### src/hdl/glu_pkg.sv
// Package for the codepoint-to-glyph lookup: codes, widths, defaults and shared types.
package glu_pkg;

    // Field widths fixed by the interface.
    localparam int ACTION_W = 2;
    localparam int SLOT_W   = 12;
    localparam int CODE_W   = 21;
    localparam int ENTRY_W  = 16;
    localparam int COUNT_W  = 13;
    localparam int OUTC_W   = 2;

    // Defaults for the top-level parameters.
    localparam int TABLE_DEPTH_DEF = 4096;
    localparam int ASCII_FIRST_DEF = 32;
    localparam int ASCII_LAST_DEF  = 126;

    localparam logic [CODE_W-1:0] REPLACEMENT_CODE = 21'h00FFFD;
    localparam logic [CODE_W-1:0] SPACE_CODE       = 21'd32;

    // Action codes carried on the input tuser.
    localparam logic [ACTION_W-1:0] ACT_LOAD   = 2'd0;
    localparam logic [ACTION_W-1:0] ACT_SEAL   = 2'd1;
    localparam logic [ACTION_W-1:0] ACT_LOOKUP = 2'd2;
    localparam logic [ACTION_W-1:0] ACT_UNUSED = 2'd3;

    // Outcome codes carried on the output tuser.
    localparam logic [OUTC_W-1:0] OUT_EXACT   = 2'd0;
    localparam logic [OUTC_W-1:0] OUT_REPLACE = 2'd1;
    localparam logic [OUTC_W-1:0] OUT_SPACE   = 2'd2;
    localparam logic [OUTC_W-1:0] OUT_NONE    = 2'd3;

    // Status returned by the search unit for one finished search.
    typedef struct packed {
        logic done;
        logic found;
    } search_res_t;

endpackage

### src/hdl/glu_search.sv
// Lower-bound binary search over the code table; each probe reads an entry, then compares it.
module glu_search
    import glu_pkg::*;
#(
    parameter int TABLE_DEPTH = TABLE_DEPTH_DEF
)
(
    input  logic                           clk,
    input  logic                           rst_n,
    input  logic                           start,
    input  logic [CODE_W-1:0]              code,
    input  logic [$clog2(TABLE_DEPTH+1)-1:0] count,
    output search_res_t                    res,
    output logic [$clog2(TABLE_DEPTH)-1:0] slot,
    output logic                           rd_en,
    output logic [$clog2(TABLE_DEPTH)-1:0] rd_addr,
    input  logic [ENTRY_W-1:0]             rd_data
);

    localparam int IDX_W = $clog2(TABLE_DEPTH);
    localparam int CNT_W = $clog2(TABLE_DEPTH + 1);

    typedef enum logic [1:0] {
        SR_IDLE,
        SR_PROBE,
        SR_CMP
    } sr_state_t;

    sr_state_t           state_reg;
    logic [CNT_W-1:0]    lo_reg;
    logic [CNT_W-1:0]    hi_reg;
    logic [CNT_W-1:0]    mid_reg;
    logic                eq_reg;
    logic [CODE_W-1:0]   code_reg;
    logic                done_reg;
    logic                found_reg;
    logic [IDX_W-1:0]    slot_reg;

    logic [CNT_W-1:0]    span;
    logic [CNT_W-1:0]    mid;
    logic                more;
    logic [CODE_W-1:0]   entry_wide;

    assign span       = hi_reg - lo_reg;
    assign mid        = lo_reg + (span >> 1);
    assign more       = lo_reg < hi_reg;
    assign entry_wide = CODE_W'(rd_data);

    assign rd_en   = (state_reg == SR_PROBE) && more;
    assign rd_addr = mid[IDX_W-1:0];

    assign res.done  = done_reg;
    assign res.found = found_reg;
    assign slot      = slot_reg;

    always_ff @(posedge clk or negedge rst_n)
    begin
        if (!rst_n)
        begin
            state_reg <= SR_IDLE;
            lo_reg    <= '0;
            hi_reg    <= '0;
            mid_reg   <= '0;
            eq_reg    <= 1'b0;
            code_reg  <= '0;
            done_reg  <= 1'b0;
            found_reg <= 1'b0;
            slot_reg  <= '0;
        end
        else
        begin
            // Done pulses for one cycle when a probe finds the range empty.
            done_reg <= (state_reg == SR_PROBE) && !more;
            unique case (state_reg)
                SR_IDLE:
                begin
                    if (start)
                    begin
                        lo_reg    <= '0;
                        hi_reg    <= count;
                        eq_reg    <= 1'b0;
                        code_reg  <= code;
                        state_reg <= SR_PROBE;
                    end
                end
                SR_PROBE:
                begin
                    if (more)
                    begin
                        mid_reg   <= mid;
                        state_reg <= SR_CMP;
                    end
                    else
                    begin
                        // The final lower bound equals the last upper bound taken,
                        // so its equality flag tells whether the code is present.
                        found_reg <= eq_reg;
                        slot_reg  <= eq_reg ? lo_reg[IDX_W-1:0] : '0;
                        state_reg <= SR_IDLE;
                    end
                end
                SR_CMP:
                begin
                    if (entry_wide < code_reg)
                    begin
                        lo_reg <= mid_reg + CNT_W'(1);
                    end
                    else
                    begin
                        hi_reg <= mid_reg;
                        eq_reg <= (entry_wide == code_reg);
                    end
                    state_reg <= SR_PROBE;
                end
                default:
                begin
                    state_reg <= SR_IDLE;
                end
            endcase
        end
    end

endmodule

### config.mk
export PLATFORM = sky130hd
export DESIGN_NAME = glu_search
export DESIGN_NICKNAME = d
export VERILOG_FILES = /design/src/hdl/glu_pkg.sv /design/src/hdl/glu_search.sv
export SDC_FILE = /design/constraint.sdc
export NUM_CORES = 1
export LEC_CHECK = 0
export BUFFER_PORTS_ARGS = -buffer_cell sky130_fd_sc_hd__clkbuf_2
export CAP_MARGIN = 15
export CORE_AREA = 2 2 83 125
export DETAILED_ROUTE_END_ITERATION = 10
export DIE_AREA = 0 0 85 127
export GPL_TIMING_DRIVEN = 0
export PLACE_DENSITY = 0.76
export SYNTH_ARGS = -nofsm -noshare
export SYNTH_HDL_FRONTEND = slang
export SYNTH_SLANG_ARGS = --single-unit
export TNS_END_PERCENT = 5
### constraint.sdc
create_clock -name clk -period 3.1 [get_ports clk]
set_input_delay 0.31 -clock clk [delete_from_list [all_inputs] [get_ports clk]]
set_output_delay 0.31 -clock clk [all_outputs]
set_load 0.005 [all_outputs]
# ---- Word-level counts from Yosys, hierarchy flattened
# Cells that the tools add are included.
dict set report op_classes {
  n_addsub 3
  n_mux 13
  n_reduce_logical 10
  n_mul 0
  bitwise_logic 1
  magnitude_cmp 2
  n_shift 0
  n_eq_ne 6
  div 0
}
# cell count
set op_table {}
lappend op_table {{13-bit 2-to-1 mux} 4}
lappend op_table {{13-bit one-hot mux with 2 select lines} 2}
lappend op_table {{16-bit by 21-bit == test with 1-bit output} 1}
lappend op_table {{16-bit by 21-bit < comparator with 1-bit output} 1}
lappend op_table {{13-bit by 1-bit adder with 13-bit output, second input constant} 1}
lappend op_table {{13-bit by 12-bit adder with 13-bit output} 1}
lappend op_table {{13-bit < comparator} 1}
lappend op_table {{13-bit subtractor} 1}
lappend op_table {{12-bit 2-to-1 mux} 1}
lappend op_table {{2-bit inequality test, second input constant} 3}
lappend op_table {{2-bit one-hot mux with 3 select lines} 1}
lappend op_table {{2-bit AND reduction} 3}
lappend op_table {{3-bit AND reduction} 2}
lappend op_table {{2-bit 2-to-1 mux} 2}
lappend op_table {{2-bit by 1-bit == test with 1-bit output, second input constant} 1}
lappend op_table {{2-bit == test, second input constant} 1}
lappend op_table {{1-bit logical AND} 2}
lappend op_table {{2-bit zero test} 1}
lappend op_table {{1-bit 2-to-1 mux} 2}
lappend op_table {{1-bit one-hot mux with 2 select lines} 1}
lappend op_table {{2-bit nonzero test} 1}
lappend op_table {{1-bit zero test} 1}
lappend op_table {{1-bit inverter} 1}
dict set report totals {
  out_inout_bits 27
  input_bits 53
  rom_bits 0
  ramBits 0
  n_memories 0
  latch_bits 0
  elab_cells 44
  reg_bits 77
}

# ---- Logic depth before layout (Yosys ltp)
dict set report logic_depth {
  ltp_word 3
  mapped_depth 17
  mapped_depth_nobuf 17
}

# ---- Least setup slack after synthesis
# Ideal clock, no wire load.
dict set report synth_timing {
  kind {register -> register}
  startpoint {register lo_reg[1]}
  endpoint {register mid_reg[12]}
  setup_time_ps 125
  stages_incl_launch_ff 18
  path_slack_ps -265
  t_arrival_ps 3241
  required_ps 2975
  path_buffers 0
  period_less_slack_ps 3365
  cell_sequence {dfrtp_1 -> inv_1 -> ha_1 -> nor2b_4 -> o31a_1 -> o21ai_0 -> nand2b_1 -> a21o_1 -> a21oi_1 -> xnor2_1 -> ha_1 -> o21ai_0 -> nand2b_1 -> a31o_2 -> a41o_1 -> a21oi_1 -> xnor2_1 -> mux2_2}
}
dict set report synth_between {
  elab_chain_cells 2
  word_cells_on_any_way 4
  classes_between {add/sub: 2; order compare: 1; reduce/logical: 1}
}
# element line_no
set synth_lines {}
lappend synth_lines {{start, declared} glu_search.sv:30} ;# logic [CNT_W-1:0] lo_reg;
lappend synth_lines {{start signal, assigned} glu_search.sv:106} ;# lo_reg <= mid_reg + CNT_W'(1);
lappend synth_lines {{13-bit subtractor / 13-bit < comparator (equally long branches)} {glu_search.sv:44, glu_search.sv:46}}
lappend synth_lines {{13-bit by 12-bit adder with 13-bit output / 2-bit AND reduction (equally long branches)} --}
lappend synth_lines {{end signal, assigned} glu_search.sv:90} ;# mid_reg <= mid;
lappend synth_lines {{end, declared} glu_search.sv:32} ;# logic [CNT_W-1:0] mid_reg;
# Several ways; a longest one is shown, not always the timed one.
# A chain may end at the register's enable or synchronous reset.

# ---- Worst setup path after layout
dict set report layout_timing {
  startpoint {register lo_reg[0]}
  endpoint {output port rd_addr[11]}
}
dict set report layout_between {
  elab_chain_cells 2
}
# element line_no
set layout_lines {}
lappend layout_lines {{13-bit subtractor} glu_search.sv:44} ;# assign span = hi_reg - lo_reg;
lappend layout_lines {{13-bit by 12-bit adder with 13-bit output (*)} glu_search.sv:45} ;# assign mid = lo_reg + (span >> 1);
lappend layout_lines {{end, declared} glu_search.sv:16} ;# output logic [$clog2(TABLE_DEPTH)-1:0] rd_addr,
# Mark *: on every way between the ends. The rest lies on a longest branch, timed or not.

==> results.md <==
* Status: finished with violations
* Failing checks: negative setup slack
* #FFs+latches synth at 77
* Clock root buffer: clkbuf_16
* CTS Buf Count at 9
* Async SR Flop Fraction at 1.00
* Ys flop type: dfrtp_1
* Post-route ant nets at 0
* Die height at between 100 and 150 um
* DRT Wirelength at roughly 13 mm
* RePlAce Congestion at around 0.91
* Core area at around 9600 um2
* CP cell instances: ha_4, fa_2, nor2b_2, o31a_1, o211ai_1, nand2_1, a21oi_2, xnor2_1, ha_1, a21o_1, a21oi_2, o21ai_2, o31ai_4, xnor2_2, buf_4, buf_6
* M1 WL at between 4 and 5 mm
* Via count at between 4k and 5k
* RSZ-0062 raised after global routing: yes
* Pre-CTS setup slack at -0.721 ns
* DRC violations left at 0
* Tcrit/Tclk final at 1.23
* Total placed cells including tap cells at around 700
* Startpoint class of the critical path: flop
* CP peak stage delay at between 0.4 and 0.5 ns
* Clk Latency, worst-skew pair at ~0.34 ns
* Share of layout cells above drive strength 1 at 0.327
* Max-cap violation count at 0
* Pin count of the biggest net entering global routing at between 40 and 50
* Vias in the first global route at roughly 4.3k
* CTS sink cnt at 77
* Vias per inst at ~5.5
* Skew final at 0.00625 ns
* Worst hold start: code[19]
* Slowest cell on the critical path: dfrtp_1
* Synth Area per Inst at 9.72 um2
* Clock Pin Slew Worst Setup and Hold Paths at ~0.060 ns
* Mapped Area at approximately 5000 um2
* Synth top area share at 0.392
* Die area at approximately 11000 um2
* Avg WL per Cell at between 15 and 20 um
* Inserted Diodes at 0
* Buffers & Inverters on Critical Path at 2
* Grt ovf at 0
* Total GRT Usage at 0.238
* Global-route wire length before repair at roughly 20 mm
* Htree depth at 3
* Hold Path Class: in -> reg
* Cells after Synth at between 500 and 600
* Most frequent CP cell: a21oi_2
* Final Non-Filler Cells at ~740
* Clock Tree Buf Depth at 2
* Reg-to-Reg Start: lo_reg[1]
* CP top delay family: compound AO/OA/AOI/OAI gates
* Seq/Total Area, Yosys at 0.392
* Num ports at 80
* Post-Syn Nets at a little over 600
* Post-synth EDFFs at 0
* Top Metal Used: met4
* Final setup viols at 15
* Max Clock Freq at 262 MHz
* Top cells by area, synth: dfrtp_1 39%, ha_1 11%, nand2_1 5.5%, mux2i_1 4.9%, inv_1 3.6%
* Max reg flops at 21
* DR WL met2 at 6.74 mm
* Fin Setup TNS at -5.20 ns
* WL met3 at around 660 um
* Site Rows at 44
* Dpl hpwl at 9.04 mm
* Die X-Extent at 85 um
* Crit path max fanout at 3
* Port Buffers at a little under 80
* Relative slew slack at 0.547
* Arrival time of the worst setup path at between 3 and 4 ns
* DRT Pass-1 Iters at 5
* Synthesis-to-finish area growth at 25.8%
* Final Net Count at 720
* TritonCTS clock tree: yes
* Slew Viols, Final at 0
* Critical path class: reg -> out
* Tmin final at about 3.8 ns
* Initial antenna violation count at 0
* Synth area leader: dfrtp_1
* Synth warnings at 0
* Hold Vio Cnt, Final at 0
* Worst setup path startpoint: lo_reg[0]
* CP required at approximately 2.8 ns
* Setup ws final at -0.710 ns
* Starting Density at 0.511
* Slew of the pin with the lowest slew margin at 0.680 ns
* Synth cell types at between 40 and 50
* Layout Utilization at 0.642
* Critical Path End Type: output pin
* Initial DRC Count at around 270
-- kinds of logic (layout without fill, tap and decap cells) --
group,Yosys count,in the layout,share of synthesized area
AOI/OAI and AO/OA,96,96,0.138
xor gates and xnor gates,29,29,0.0516
adders and majority gates,45,45,0.117
buffers and inverters,75,196,0.0740
DFF,77,77,0.392
muxes,39,39,0.0900
and+or+nand+nor,145,145,0.137
-- placed cells by master, fill, tap and decap left out, types with 3 or more instances in the layout --
cell,Yosys,layout
o21ai_0,29,22
xnor2_2,0,4
clkbuf_2,0,77
o21a_1,6,6
nor2b_1,5,4
buf_6,1,3
clkbuf_16,0,9
a21oi_1,17,12
o21ai_1,1,5
a21oi_2,1,5
nand2b_1,17,17
mux2_2,6,6
dfrtp_1,77,76
o21ai_2,0,3
nor2_1,18,16
mux2i_1,24,24
xor2_1,11,11
xnor2_1,18,14
ha_4,0,3
clkbuf_1,9,10
nand2_1,72,71
inv_1,47,44
and3_1,3,3
ha_1,43,35
mux2_4,9,9
inv_2,0,3
a21o_1,9,9
ha_2,0,5
nand3_1,10,10
buf_4,15,38
o21bai_1,3,3
o221a_2,12,12
o31a_1,3,3
nor3_1,6,5
nand4_1,4,4
-- cell type report --
cell class              instances  area, um2
fillers                       724       3450
multi-input cells             354       2810
flip-flops and latches         77       1930
repair buffers                105        626
clock buffers                  10        229
plain buffers                  28        188
inverters                      47        176
well taps                     115        144
clock inverters                 6       87.6
-- what timing repair did --
item                                    in CTS  in global routing
hold buffers                                 1                  0
buffers inserted                            14                 10
endpoints found under the setup margin      35                 16
resized for setup                           28                 17
pin swaps                                   14                 21
hold endpoints to repair                    32                  0
-- through the flow --
step / hold WS (ns) / instance area [um2]
global route: 0.163 / 6190
finish: 0.157 / 6190
CTS: 0.157 / 6040
global placement: 0.460 / 5470
detailed placement: 0.335 / 5500
floorplan: 0.0144 / 4930
-- synthesized netlist by cell type, types with 4 or more instances --
| master | count |
|---|---|
| mux2_4 | 9 |
| a21o_1 | 9 |
| nand3_1 | 10 |
| inv_1 | 47 |
| mux2i_1 | 24 |
| nand2b_1 | 17 |
| o221a_2 | 12 |
| xnor2_1 | 18 |
| xor2_1 | 11 |
| buf_4 | 15 |
| a21oi_1 | 17 |
| dfrtp_1 | 77 |
| o21a_1 | 6 |
| nor2b_1 | 5 |
| nand4_1 | 4 |
| ha_1 | 43 |
| nand2_1 | 72 |
| mux2_2 | 6 |
| clkbuf_1 | 9 |
| nor3_1 | 6 |
| nor2_1 | 18 |
| o21ai_0 | 29 |
-- worst register-to-register path: stages, from the launching register on --
cell and delay, ns:
dfrtp_2 0.43, inv_2 0.10, ha_4 0.22, nor2b_4 0.12, o31a_1 0.32, o21ai_2 0.15, nand2b_1 0.09, a21o_1 0.18
a21oi_2 0.13, xnor2_1 0.16, ha_2 0.32, o21ai_1 0.08, nand2b_1 0.08, a31o_4 0.23, a41o_1 0.27, a21oi_2 0.16
xnor2_1 0.08, mux2_2 0.27
-- path summary, 6_finish.rpt --
| kind | slack, ns | end | cells past startpoint |
|---|---|---|---|
| max | -0.71 | rd_addr[11] | 16 |
| min | 0.16 | code_reg[19] | 3 |
| max reg2reg | -0.40 | mid_reg[12] | 17 |
| min reg2reg | 0.48 | code_reg[16] | 2 |
| max in group asynchronous | 2.00 | mid_reg[10] | 3 |
| min in group asynchronous | 0.50 | code_reg[5] | 2 |
-- metal layers --
| metal | vias up | GRT usage |
|---|---|---|
| met1 | 1939 | 0.262 |
| met4 | 0 | 0.142 |
| met2 | 141 | 0.417 |
| li1 | 1958 | - |
| met3 | 44 | 0.0478 |
| met5 | - | 0 |
Power is left out: the tool's default activity adds up to more than one toggle a clock period on the data nets, which glitch-free logic cannot reach.
